File: config.mk
export PLATFORM = sky130hd
export DESIGN_NAME = edge_interval_capture_fifo
export DESIGN_NICKNAME = d
export VERILOG_FILES = /design/src/sv/ecf_pkg.sv /design/src/sv/ecf_ram.sv /design/src/sv/edge_interval_capture_fifo.sv
export SDC_FILE = /design/constraint.sdc
export NUM_CORES = 1
export LEC_CHECK = 0
export BUFFER_PORTS_ARGS = -buffer_cell sky130_fd_sc_hd__buf_4
export CAP_MARGIN = 20
export CORE_AREA = 3 3 176 178
export DETAILED_ROUTE_END_ITERATION = 12
export DIE_AREA = 0 0 179 181
export PLACE_DENSITY = 0.66
export RECOVER_POWER = 25
export SYNTH_ARGS = -nofsm -noshare
export SYNTH_HDL_FRONTEND = slang
export SYNTH_HIERARCHICAL = 1
export SYNTH_SLANG_ARGS = --single-unit
File: constraint.sdc
create_clock -name clk -period 4.8 [get_ports clk]
set_input_delay 0.48 -clock clk [delete_from_list [all_inputs] [get_ports clk]]
set_output_delay 0.48 -clock clk [all_outputs]
set_load 0.03 [all_outputs]
File: src/sv/ecf_pkg.sv
// ----------------------------------------------------------------------------
// ecf_pkg
// Shared types, sizes and helpers for the edge interval capture FIFO.
// ----------------------------------------------------------------------------
package ecf_pkg;

  localparam int RING_DEPTH = 16;
  localparam int IDX_W      = (RING_DEPTH > 1) ? $clog2(RING_DEPTH) : 1;
  localparam int CNT_W      = 16;
  localparam int WAIT_W     = 4;

  localparam logic ACT_CAPTURE = 1'b0;
  localparam logic ACT_READ    = 1'b1;

  typedef logic [IDX_W-1:0] idx_t;

  typedef struct packed {
    logic             action;
    logic [CNT_W-1:0] capture_value;
  } in_t;

  typedef struct packed {
    logic              read_valid;
    logic [CNT_W-1:0]  interval;
    logic [WAIT_W-1:0] waiting_count;
    logic [CNT_W-1:0]  overflow_count;
    logic              edge_polarity;
  } out_t;

  // Advance a ring index, wrapping at the last slot.
  function automatic idx_t ring_next(input idx_t idx);
    ring_next = (idx == idx_t'(RING_DEPTH - 1)) ? '0 : idx + idx_t'(1);
  endfunction

  // Number of waiting intervals, masked to the report width.
  function automatic logic [WAIT_W-1:0] ring_waiting(input idx_t wr, input idx_t rd);
    logic [IDX_W:0] diff;
    diff = (wr >= rd) ? ({1'b0, wr} - {1'b0, rd})
                      : ({1'b0, wr} + (IDX_W+1)'(RING_DEPTH) - {1'b0, rd});
    ring_waiting = WAIT_W'(diff);
  endfunction

endpackage

File: src/sv/ecf_ram.sv
// ----------------------------------------------------------------------------
// ecf_ram
// Generic single write port, single read port RAM with registered read data.
// ----------------------------------------------------------------------------
module ecf_ram #(
  parameter int WIDTH = 16,
  parameter int DEPTH = 16
) (
  input  logic                                      clk,
  input  logic                                      we,
  input  logic [((DEPTH > 1) ? $clog2(DEPTH) : 1)-1:0] waddr,
  input  logic [WIDTH-1:0]                          wdata,
  input  logic [((DEPTH > 1) ? $clog2(DEPTH) : 1)-1:0] raddr,
  output logic [WIDTH-1:0]                          rdata
);

  logic [WIDTH-1:0] mem [DEPTH];

  always_ff @(posedge clk) begin
    if (we) begin
      mem[waddr] <= wdata;
    end
    rdata <= mem[raddr];
  end

endmodule

File: src/sv/edge_interval_capture_fifo.sv
// ----------------------------------------------------------------------------
// edge_interval_capture_fifo
// Timer input capture front end that queues intervals between edges.
// ----------------------------------------------------------------------------
// Usage:
//   Drive in_item and raise start; the request is taken at a clock edge
//   where start is high and busy is low. in_item.action selects a capture
//   (timer count latched at an input edge) or a read of the oldest interval.
//   Every request yields exactly one result on out_item, marked by out_valid
//   for one cycle. The receiver cannot stall; the result must be taken then.
// Result timing:
//   A capture, or a read on an empty ring, returns its result in the cycle
//   after acceptance and a new request may follow in the very next cycle.
//   A read that pops an interval goes through the RAM: the interval ring sits
//   in a synchronous RAM, so the RAM read data is registered first (ST_READ,
//   busy is high) and the result is then registered from that read data.
// Reset:
//   Synchronous, active low. Clears the indices, the previous capture, the
//   overflow count and sets the expected polarity to falling. Ring contents
//   are not cleared; only slots written by a capture are ever popped.
// ----------------------------------------------------------------------------
module edge_interval_capture_fifo (
  input  logic          clk,
  input  logic          rst_n,
  input  logic          start,
  output logic          busy,
  input  ecf_pkg::in_t  in_item,
  output logic          out_valid,
  output ecf_pkg::out_t out_item
);

  localparam logic ST_IDLE = 1'b0;
  localparam logic ST_READ = 1'b1;

  logic state_r, state_nxt;
  ecf_pkg::idx_t rd_idx_r, rd_idx_nxt;
  ecf_pkg::idx_t wr_idx_r, wr_idx_nxt;
  logic [ecf_pkg::CNT_W-1:0] prev_cap_r, prev_cap_nxt;
  logic [ecf_pkg::CNT_W-1:0] drop_cnt_r, drop_cnt_nxt;
  logic polarity_r, polarity_nxt;
  logic out_valid_r, out_valid_nxt;
  ecf_pkg::out_t out_item_r, out_item_nxt;

  logic accept;
  logic ram_we;
  logic [ecf_pkg::CNT_W-1:0] ram_wdata;
  logic [ecf_pkg::CNT_W-1:0] ram_rdata;
  ecf_pkg::idx_t wr_next;

  assign busy   = (state_r == ST_READ);
  assign accept = start && !busy;

  // The ring write always lands at the write index; when the ring is full
  // that is the spare slot, which is never popped.
  assign ram_we    = accept && (in_item.action == ecf_pkg::ACT_CAPTURE);
  assign ram_wdata = in_item.capture_value - prev_cap_r;
  assign wr_next   = ecf_pkg::ring_next(wr_idx_r);

  ecf_ram #(
    .WIDTH(ecf_pkg::CNT_W),
    .DEPTH(ecf_pkg::RING_DEPTH)
  ) u_ring (
    .clk  (clk),
    .we   (ram_we),
    .waddr(wr_idx_r),
    .wdata(ram_wdata),
    .raddr(rd_idx_r),
    .rdata(ram_rdata)
  );

  always_comb begin
    state_nxt     = state_r;
    rd_idx_nxt    = rd_idx_r;
    wr_idx_nxt    = wr_idx_r;
    prev_cap_nxt  = prev_cap_r;
    drop_cnt_nxt  = drop_cnt_r;
    polarity_nxt  = polarity_r;
    out_valid_nxt = 1'b0;
    out_item_nxt  = out_item_r;

    case (state_r)
      ST_IDLE: begin
        if (accept) begin
          if (in_item.action == ecf_pkg::ACT_CAPTURE) begin
            // Toggle polarity, push or drop the interval, report at once.
            polarity_nxt = ~polarity_r;
            prev_cap_nxt = in_item.capture_value;
            if (wr_next == rd_idx_r) begin
              drop_cnt_nxt = drop_cnt_r + ecf_pkg::CNT_W'(1);
            end else begin
              wr_idx_nxt = wr_next;
            end
            out_valid_nxt              = 1'b1;
            out_item_nxt.read_valid    = 1'b0;
            out_item_nxt.interval      = '0;
            out_item_nxt.waiting_count = ecf_pkg::ring_waiting(wr_idx_nxt, rd_idx_r);
            out_item_nxt.overflow_count = drop_cnt_nxt;
            out_item_nxt.edge_polarity = polarity_nxt;
          end else if (rd_idx_r != wr_idx_r) begin
            // RAM read of the oldest slot is under way; pop and wait in ST_READ.
            rd_idx_nxt = ecf_pkg::ring_next(rd_idx_r);
            state_nxt  = ST_READ;
          end else begin
            // Empty ring: nothing to pop.
            out_valid_nxt              = 1'b1;
            out_item_nxt.read_valid    = 1'b0;
            out_item_nxt.interval      = '0;
            out_item_nxt.waiting_count = ecf_pkg::ring_waiting(wr_idx_r, rd_idx_r);
            out_item_nxt.overflow_count = drop_cnt_r;
            out_item_nxt.edge_polarity = polarity_r;
          end
        end
      end
      ST_READ: begin
        // Read data is back; indices already advanced.
        out_valid_nxt              = 1'b1;
        out_item_nxt.read_valid    = 1'b1;
        out_item_nxt.interval      = ram_rdata;
        out_item_nxt.waiting_count = ecf_pkg::ring_waiting(wr_idx_r, rd_idx_r);
        out_item_nxt.overflow_count = drop_cnt_r;
        out_item_nxt.edge_polarity = polarity_r;
        state_nxt                  = ST_IDLE;
      end
      default: begin
        state_nxt = ST_IDLE;
      end
    endcase
  end

  always_ff @(posedge clk) begin
    if (!rst_n) begin
      state_r     <= ST_IDLE;
      rd_idx_r    <= '0;
      wr_idx_r    <= '0;
      prev_cap_r  <= '0;
      drop_cnt_r  <= '0;
      polarity_r  <= 1'b1;
      out_valid_r <= 1'b0;
    end else begin
      state_r     <= state_nxt;
      rd_idx_r    <= rd_idx_nxt;
      wr_idx_r    <= wr_idx_nxt;
      prev_cap_r  <= prev_cap_nxt;
      drop_cnt_r  <= drop_cnt_nxt;
      polarity_r  <= polarity_nxt;
      out_valid_r <= out_valid_nxt;
    end
  end

  always_ff @(posedge clk) begin
    out_item_r <= out_item_nxt;
  end

  assign out_valid = out_valid_r;
  assign out_item  = out_item_r;

  // A popping read holds busy for exactly one cycle.
  a_busy_one_cycle: assert property (@(posedge clk) disable iff (!rst_n)
    busy |=> !busy)
    else $error("busy held longer than one cycle");

  // A valid pop is reported only right after the RAM read cycle.
  a_pop_after_read: assert property (@(posedge clk) disable iff (!rst_n)
    (out_valid && out_item.read_valid) |-> $past(state_r == ST_READ))
    else $error("popped result without a preceding RAM read");

  // Every accepted capture or empty-ring read is followed by a registered strobe.
  a_result_follows: assert property (@(posedge clk) disable iff (!rst_n)
    (accept && !(in_item.action == ecf_pkg::ACT_READ && rd_idx_r != wr_idx_r))
      |=> out_valid)
    else $error("missing result after request");

  // ring_next always moves the write index to another slot, unless the ring has a single slot.
  a_spare_slot: assert property (@(posedge clk) disable iff (!rst_n)
    ecf_pkg::ring_next(wr_idx_r) != wr_idx_r || ecf_pkg::RING_DEPTH == 1)
    else $error("write index stuck");

endmodule

==> impl_metrics.tcl, run 1 <==
set metrics [dict create \
    pwr-share-clk 0.410 \
    grt_max_degree 71 \
    hp-class "input pin to register" \
    cts_buffers 38 \
    fmax_ghz 0.234 \
    worstSetupEndpointType "register" \
    grt_util_met2 0.316 \
    synth_area_leaders "edfxtp_1 60%, mux4_2 8.2%, dfxtp_1 8.0%" \
    share_comb_of_total_power 0.080 \
    crit_type "register to register" \
    grt.busiest_layer "met2" \
    final_cells 1455 \
    routedWlPerCell_um 20.9 \
    vias 8262 \
    final.setup.worst_slack_ns 0.531 \
    setup_viol 0 \
    placed_area_mm2 0.0158 \
    clk_latency_ns 0.52 \
    intPower_w 0.00534 \
    grt_usage 0.191 \
    yosysTopAreaCellShare 0.598 \
    syn_nets 979 \
    pwr-share-seq 0.510 \
    fin_crit_ns 4.27 \
    grt_pass1_vias 8131 \
    met3_usage 0.0319 \
    hold_viol 0 \
    max_cap_viol_count 1 \
    drive_above_1_share 0.180 \
    power.leakage_nw 5.70 \
    remaining_drc_errors 0 \
    syn_to_final_growth_pct 14.4 \
    fin_tns_setup_ns 0 \
    path_max_fanout 70 \
    power_switching_w 0.00153 \
    antenna_found_initial 0 \
    nets 1083 \
    skew_ns 0.0258 \
    path_clk_slew_ns 0.06 \
    dieHeight_um 181 \
    synth_edf_count 294 \
    dieWidth_um 179 \
    cts_tree "done" \
    startpoint_type "register" \
    cp.required_ns 5.04 \
    seq_area_mm2 0.0100 \
    io_pins 60 \
    synth-seq-cells 353 \
    drv_slew 71 \
    netlist_instances 932 \
    drt-pass1-iter-count 5 \
    avgSynthCellArea_um2 15.8 \
    num_rows 63 \
    seq_area_frac_synth 0.678 \
    hpwl_mm 18.3 \
    ant_nets 0 \
    cts_resized 0 \
    relSlewSlack -0.334 \
    place_inst 1381 \
    drtIter0Drc 662 \
    numPortBuffers 59 \
    cts-root-buf "clkbuf_16" \
    synth_ff_type "edfxtp_1" \
    core_mm2 0.0296 \
    grt_pass1_wl_mm 47.1 \
    drt_wl_total_mm 30.4 \
    cts_sinks 353 \
    place_ws_ns 0.760 \
    yosysTopAreaCell "edfxtp_1" \
    cp.arrival_ns 4.51 \
    start_util 0.499 \
    post_cts.repair.setup_buffers 0 \
    synthArstFlopShare 0 \
    status "finished, violations left" \
    period_share 0.889 \
    fillers 2321 \
    failed_checks "capacitance limit, slew limit" \
    gr-total-overflow 0 \
    htreeDepth 2 \
    vdd_ir_drop_max_uv 288 \
    ff2ff_setup_slack_ns 0.53 \
    clockBufferDepth 3 \
    yosysWarnings 6 \
    worst_pin_slew_ns 2.00 \
    power_density_mw_per_mm2 407 \
    postCtsHoldBufs 0 \
    grt_use_met1 0.270 \
    place_congestion 0.783 \
    syn-cell-area_mm2 0.0148 \
    synth.distinct_cells 68 \
    dieArea_mm2 0.0324 \
    multiInputGateArea_mm2 0.00443 \
    fin_area_mm2 0.0169 \
    swShare 0.223 \
    routed_via_density 5.68 \
    grt_setup_unrepaired "no" \
]
## path summary, 6_finish.rpt
path	startpoint	cells after the start	to
hold / removal	in_item[7]	3	prev_cap_r[7]$_SDFFE_PN0P_
hold reg to reg	prev_cap_r[2]$_SDFFE_PN0P_	2	prev_cap_r[2]$_SDFFE_PN0P_
setup / recovery	rd_idx_r[1]$_SDFFE_PN0P_	9	out_item[20]$_DFFE_PP_
setup reg to reg	rd_idx_r[1]$_SDFFE_PN0P_	9	out_item[20]$_DFFE_PP_
## metrics by stage
stage,util,total power [W],hold WS [ns]
after floorplan,-,0.00394,0.443
after global placement,0.535,0.00413,0.451
after detailed placement,0.535,0.00414,0.456
after CTS,0.576,0.00696,0.220
after global routing,0.571,0.00711,0.237
final,0.571,0.00687,0.232
## registers in the layout (all words and copies together) (netlist names), 4 cells and up
| name | count |
|---|---|
| rd_idx_r | 4 |
| out_item | 38 |
| prev_cap_r | 16 |
| u_ring/mem | 256 |
| drop_cnt_r | 16 |
| wr_idx_r | 4 |
| u_ring/rdata | 16 |
## metal layers
| metal | share of wire | up-vias |
|---|---|---|
| met5 | 0 | - |
| met1 | 0.43 | 4212 |
| met2 | 0.49 | 222 |
| li1 | - | 3784 |
| met3 | 0.059 | 44 |
| met4 | 0.017 | 0 |
## cells in the final DEF, fill, tap and decap left out, drive strengths merged, types with 23 or more instances in the layout
master,instances
edfxtp,294
nand2,83
buf,57
ha,24
clkbuf,94
mux4,64
xnor2,23
inv,34
and2,33
a21boi,28
a22oi,32
nor2,37
dfxtp,59
## cells in the mapped netlist (4+ instances only)
cell type and count:
edfxtp_1 294, nand2_1 82, dfxtp_1 59, mux4_2 54, nor2_1 36, and2_1 33
a22oi_1 32, inv_1 32, a21boi_0 25, ha_1 24, xnor2_1 23, xor2_1 22
clkbuf_1 21, nor3_1 19, nand3_1 17, o21ai_0 15, a21oi_1 13, mux4_1 10
nor2b_1 8, and3_1 7, or3_1 7, a21o_1 6, buf_1 6, buf_6 5
mux2i_1 5, nand2b_1 5, a31oi_1 4, buf_2 4, buf_4 4, nand4_1 4
o21a_1 4
## power by group through the flow
stage	clock, W	combinational (W)	sequential, W
6_report	0.00282	0.000548	0.00351
5_1_grt	0.00300	0.000603	0.00351
4_1_cts	0.00288	0.000569	0.00351
3_5_place_dp	0	0.000567	0.00357
3_3_place_gp	0	0.000555	0.00357
2_1_floorplan	0	0.000307	0.00363
## critical path, stage by stage (launching register included)
cell,delay (ns)
dfxtp_1,0.34
clkbuf_2,1.42
inv_1,0.33
ha_1,0.41
a21o_1,0.18
a21oi_1,0.41
a2111oi_0,0.10
or4_1,0.53
a31oi_1,0.20
xnor2_1,0.08
## cells by family after synthesis
logic type               Yosys count  synth area share
buffers and inverters             73            0.0226
XOR/XNOR                          46            0.0283
AO/OA/AOI/OAI                    120            0.0588
adder cells (fa/ha/maj)           27            0.0244
multiplexers                      70             0.104
AND/OR/NAND/NOR                  243            0.0830
flip-flops                       353             0.678
## layout make-up
type / instances / share of cell area
Timing Repair Buffer: 105 / 0.0361
Multi-Input combinational cell: 506 / 0.263
Inverter: 32 / 0.00712
Sequential cell: 353 / 0.593
Clock buffer: 46 / 0.0606
Antenna cell: 1 / 0.000148
Clock inverter: 22 / 0.0113
Tap cell: 390 / 0.0289
No activity file was read; power rests on OpenSTA's default activity.
==> run 2: changes to the inputs <==
--- a/config.mk
+++ b/config.mk
@@ -8,3 +8,2 @@
 export BUFFER_PORTS_ARGS = -buffer_cell sky130_fd_sc_hd__buf_4
-export CAP_MARGIN = 20
 export CORE_AREA = 3 3 176 178
--- a/constraint.sdc
+++ b/constraint.sdc
@@ -3,2 +3,2 @@
 set_output_delay 0.48 -clock clk [all_outputs]
-set_load 0.03 [all_outputs]
+set_load 0.05 [all_outputs]
==> run 2 against run 1 <==
The run still ends with capacitance limit, slew limit left. Maximum frequency increased by 1.1%. Die area unchanged. Sequential cell count unchanged. Non-clock buffer count decreased by 6. Routed wire length decreased by 1.4%. Power increased by 2.1%. Critical path type unchanged. Largest cell class unchanged.
==> impl_metrics.tcl, run 2 (synthesis gave the netlist of run 1 again) <==
set metrics [dict create \
    status "finished, violations left" \
    failed_checks "capacitance limit, slew limit" \
    swShare 0.223 \
    core_mm2 0.0296 \
    postCtsHoldBufs 0 \
    drive_above_1_share 0.178 \
    antenna_cells 0 \
    start_util 0.499 \
    dieWidth_um 179 \
    skew_ns 0.0146 \
    grt_pass1_wl_mm 46.5 \
    ant_nets 0 \
    pwr-share-clk 0.418 \
    crit_path_start "rd_idx_r[1]$_SDFFE_PN0P_" \
    mostFrequentLayoutCells "294 x edfxtp_1, 82 x nand2_1, 57 x dfxtp_1" \
    top_layer "met4" \
    cts_resized 0 \
    fin_area_mm2 0.0169 \
    largest_register "u_ring/mem" \
    drv_slew 71 \
    fmax_ghz 0.237 \
    vdd_ir_drop_max_uv 305 \
    crit_type "register to register" \
    period_share 0.880 \
    grt_setup_unrepaired "no" \
    crit_chain "clkbuf_2 > inv_1 > ha_1 > a21o_1 > a21oi_1 > a2111oi_0 > or4_1 > a31oi_1 > xnor2_1" \
    route.met2.wl_mm 14.7 \
    place_congestion 0.783 \
    nets 1078 \
    numPortBuffers 59 \
    drtIter0Drc 625 \
    crit_path_max_incr_delay_ns 1.38 \
    hpwl_mm 18.2 \
    path_buf_inv 2 \
    power_w 0.00701 \
    share_comb_of_total_power 0.082 \
    setup_viol 0 \
    crit_family "buffers and inverters" \
    worst_pin_slew_ns 1.95 \
    power_switching_w 0.00157 \
    drt-pass1-iter-count 5 \
    final_common_cell "edfxtp_1" \
    clockBufferDepth 3 \
    post_cts.repair.setup_buffers 0 \
    placed_area_mm2 0.0158 \
    cp.arrival_ns 4.46 \
    vias 8148 \
    cts_buffers 39 \
    io_pins 60 \
    fin_tns_setup_ns 0 \
    dieArea_mm2 0.0324 \
    grt_pass1_vias 8066 \
    syn_to_final_growth_pct 14.4 \
    antenna_found_initial 0 \
    met3_length_mm 1.57 \
    max_cap_viol_count 1 \
    largest_reg_flops 256 \
    dieHeight_um 181 \
    drt_wl_total_mm 29.9 \
    cts_tree "done" \
    gr-total-overflow 0 \
    num_rows 63 \
    r2r-start "rd_idx_r[1]$_SDFFE_PN0P_" \
    grt_max_degree 71 \
    holdCritStartpoint "in_item[4]" \
    routed_via_density 5.62 \
    intPower_w 0.00545 \
    cts-root-buf "clkbuf_16" \
    relSlewSlack -0.299 \
    cts_sinks 353 \
    remaining_drc_errors 0 \
    htreeDepth 2 \
    power_density_mw_per_mm2 415 \
    pwr-share-seq 0.500 \
    cp.required_ns 5.03 \
    cp_slowest_cell "clkbuf_2" \
    drt-met1-wl_mm 13.2 \
    path_max_fanout 70 \
    worstSetupEndpointType "register" \
    fin_crit_ns 4.22 \
    power.leakage_nw 5.70 \
    hp-class "input pin to register" \
    path_clk_slew_ns 0.06 \
    startpoint_type "register" \
    hold_viol 0 \
    routedWlPerCell_um 20.6 \
    clk_latency_ns 0.51 \
    grt_usage 0.189 \
    holdWs_ns 0.240 \
]
==> run 2: tightest hold or removal path, cell delays in order <==
cell	delay, ns
buf_4	0.11
nand2_1	0.04
a21boi_0	0.06
==> run 2: power groups by stage <==
stage	combinational, W	clock (W)	sequential (W)
6_report	0.000575	0.00293	0.00351
5_1_grt	0.000632	0.00313	0.00351
4_1_cts	0.000610	0.00300	0.00351
3_5_place_dp	0.000607	0	0.00357
3_3_place_gp	0.000598	0	0.00357
2_1_floorplan	0.000307	0	0.00367
==> run 2: cell type report <==
type / count / area, um^2
Clock buffer: 51 / 1030
Fill cell: 2334 / 12700
Multi-Input combinational cell: 506 / 4420
Sequential cell: 353 / 10000
Timing Repair Buffer: 99 / 576
Tap cell: 390 / 488
Inverter: 32 / 120
Clock inverter: 19 / 236
==> run 2: metrics by stage <==
step                      utilization  setup slack (ns)  instances
after floorplan                     -             0.998        932
after global placement          0.535             0.842       1380
after detailed placement        0.535             0.728       1380
after CTS                       0.577             0.714       1450
after global routing            0.571             0.127       1450
final                           0.571             0.576       1450
==> run 2: worst paths after layout <==
kind	end	slack, ns	depth (start not counted)
hold reg to reg	prev_cap_r[6]$_SDFFE_PN0P_	0.46	2
setup / recovery	out_item[20]$_DFFE_PP_	0.58	9
setup reg to reg	out_item[20]$_DFFE_PP_	0.58	9
hold / removal	prev_cap_r[4]$_SDFFE_PN0P_	0.24	3
==> run 2: routing by layer <==
| layer | vias up | track usage |
|---|---|---|
| met3 | 39 | 0.0275 |
| li1 | 3775 | - |
| met5 | - | 0 |
| met4 | 0 | 0.0421 |
| met1 | 4134 | 0.270 |
| met2 | 200 | 0.312 |
==> run 3: changes to the inputs <==
- GPL_TIMING_DRIVEN: unset -> 0
- PLACE_DENSITY: 0.66 -> 0.65
==> run 3 against run 2 <==
The run now ends clean. Clock skew down 0.0018 ns. Utilization rose by 0.76 points. Sequential cell count unchanged. Register-to-register slack worse by 0.10 ns. Critical path depth grew 5. Worst setup slack worse by 0.10 ns. Via count about the same. Routed wire length shrank 0.69%. Sequential share of layout area fell by 0.79 points. Non-clock buffer count up 19. Largest power group unchanged. Highest routed layer unchanged.
==> impl_metrics.tcl, run 3 (synthesis gave the netlist of run 1 again) <==
set metrics [dict create \
    numPortBuffers 59 \
    seq_area_mm2 0.0100 \
    hpwl_mm 20.6 \
    r2r-start "wr_idx_r[0]$_SDFFE_PN0P_" \
    syn_to_final_growth_pct 16.0 \
    largest_register "u_ring/mem" \
    place_congestion 0.830 \
    grt_pass1_wl_mm 46.5 \
    fin_tns_setup_ns 0 \
    cp_slowest_cell "or4_1" \
    ff2ff_setup_slack_ns 0.48 \
    routed_via_density 5.56 \
    dieHeight_um 181 \
    clockBufferDepth 3 \
    drv_slew 0 \
    vdd_ir_drop_max_uv 269 \
    fin_crit_ns 4.32 \
    routedWlPerCell_um 20.3 \
    fillers 2332 \
    hp-class "input pin to register" \
    grt_usage 0.188 \
    power_density_mw_per_mm2 413 \
    crit_family "compound AO/OA/AOI/OAI gates" \
    vias 8153 \
    final.setup.worst_slack_ns 0.475 \
    dieArea_mm2 0.0324 \
    crit_type "register to register" \
    path_buf_inv 1 \
    cts_tree "done" \
    multiInputGateArea_mm2 0.00446 \
    fmax_ghz 0.231 \
    placed_area_mm2 0.0160 \
    fin_area_mm2 0.0171 \
    swShare 0.225 \
    max_cap_viol_count 0 \
    final_cells 1466 \
    antenna_cells 0 \
    path_max_fanout 14 \
    dieWidth_um 179 \
    crit_path_max_incr_delay_ns 0.54 \
    antenna_found_initial 0 \
    grt_setup_unrepaired "no" \
    power_w 0.00706 \
    setup_viol 0 \
    place_inst 1399 \
    reg2reg_depth 14 \
    core_mm2 0.0296 \
    drt_wl_total_mm 29.7 \
    pwr-share-clk 0.420 \
    clk_latency_ns 0.52 \
    share_comb_of_total_power 0.083 \
    cts_sinks 353 \
    cp.required_ns 5.06 \
    gr-total-overflow 0 \
    holdCritStartpoint "in_item[0]" \
    power_switching_w 0.00159 \
    cts_buffers 37 \
    intPower_w 0.00548 \
    path_clk_slew_ns 0.06 \
    crit_chain "ha_1 > a31oi_2 > xor2_1 > nor2_4 > o21ai_0 > clkbuf_1 > o21ai_0 > ha_1 > a21o_1 > a21oi_1 > a2111oi_0 > or4_1 > a31oi_1 > xnor2_1" \
    startpoint_type "register" \
    htreeDepth 2 \
    power.leakage_nw 5.74 \
    drt-pass1-iter-count 7 \
    period_share 0.901 \
    cp.arrival_ns 4.59 \
    holdPathEnd "prev_cap_r[0]$_SDFFE_PN0P_" \
    grt_pass1_vias 8044 \
    final_common_cell "edfxtp_1" \
    ant_nets 0 \
    worst_pin_slew_ns 1.34 \
    nets 1095 \
    relSlewSlack 0.105 \
    hold_viol 0 \
    worstSetupEndpointType "register" \
    skew_ns 0.0128 \
    io_pins 60 \
    remaining_drc_errors 0 \
    reg2reg_to "out_item[20]$_DFFE_PP_" \
    postCtsHoldBufs 0 \
    hold_depth 3 \
    drive_above_1_share 0.182 \
    status "completed" \
    mostFrequentLayoutCells "294 x edfxtp_1, 82 x nand2_1, 70 x clkbuf_1" \
    cts-root-buf "clkbuf_16" \
    drtIter0Drc 650 \
    place_ws_ns 0.337 \
    pwr-share-seq 0.497 \
    largest_reg_flops 256 \
    grt_max_degree 40 \
    num_rows 63 \
    start_util 0.499 \
]
run 3: changes by cell type in the layout (fill, tap and decap cells not counted), moves of 11 or more:
cell,delta
and2_0,+11
and2_1,-11
buf_4,-29
buf_8,+13
clkbuf_1,+15
run 3: worst max path at each step:
stage | endpoint | startpoint | slack (ns) | cells after the start
2_1_floorplan | out_item[20]$_DFFE_PP_ | wr_idx_r[1]$_SDFFE_PN0P_ | 1.0 | 14
3_3_place_gp | u_ring/mem[0][11]$_DFFE_PP_ | in_item[16] | -0.26 | 7
3_5_place_dp | out_item[20]$_DFFE_PP_ | wr_idx_r[1]$_SDFFE_PN0P_ | 0.34 | 14
4_1_cts | out_item[20]$_DFFE_PP_ | wr_idx_r[1]$_SDFFE_PN0P_ | 0.31 | 14
5_1_grt | out_item[20]$_DFFE_PP_ | wr_idx_r[0]$_SDFFE_PN0P_ | 0.12 | 14
6_report | out_item[20]$_DFFE_PP_ | wr_idx_r[0]$_SDFFE_PN0P_ | 0.48 | 14
run 3: through the flow:
stage,hold slack (ns),utilization
floorplan,0.443,-
global placement,0.451,0.531
detailed placement,0.458,0.541
CTS,0.214,0.584
global route,0.243,0.579
finish,0.224,0.579
run 3: worst min-delay path: stages:
cell      delay (ns)
buf_4           0.11
nand2_1         0.04
a21boi_0        0.06
run 3: what timing repair did:
action / CTS / global route
resized for setup: 0 / 5
setup endpoints to repair: 0 / 1
buffers inserted: 0 / 0
run 3: power groups by stage:
stage	combinational, W	sequential (W)	clock (W)
finish	0.000586	0.00351	0.00297
global route	0.000645	0.00352	0.00316
CTS	0.000615	0.00351	0.00304
detailed placement	0.000613	0.00358	0
global placement	0.000589	0.00358	0
floorplan	0.000307	0.00367	0
run 3: metal layers:
| layer | vias to the layer above | track usage | share of wire |
|---|---|---|---|
| met5 | - | 0 | 0 |
| met4 | 0 | 0.0427 | 0.017 |
| met3 | 44 | 0.0418 | 0.075 |
| met2 | 242 | 0.295 | 0.47 |
| met1 | 4053 | 0.272 | 0.44 |
| li1 | 3814 | - | - |
run 3: layout make-up:
| class | instances | share of cell area |
|---|---|---|
| multi-input cells | 506 | 0.261 |
| well taps | 390 | 0.0285 |
| inverters | 32 | 0.00702 |
| repair buffers | 77 | 0.0314 |
| plain buffers | 41 | 0.0123 |
| clock inverters | 25 | 0.0166 |
| clock buffers | 42 | 0.0583 |
| flip-flops and latches | 353 | 0.585 |
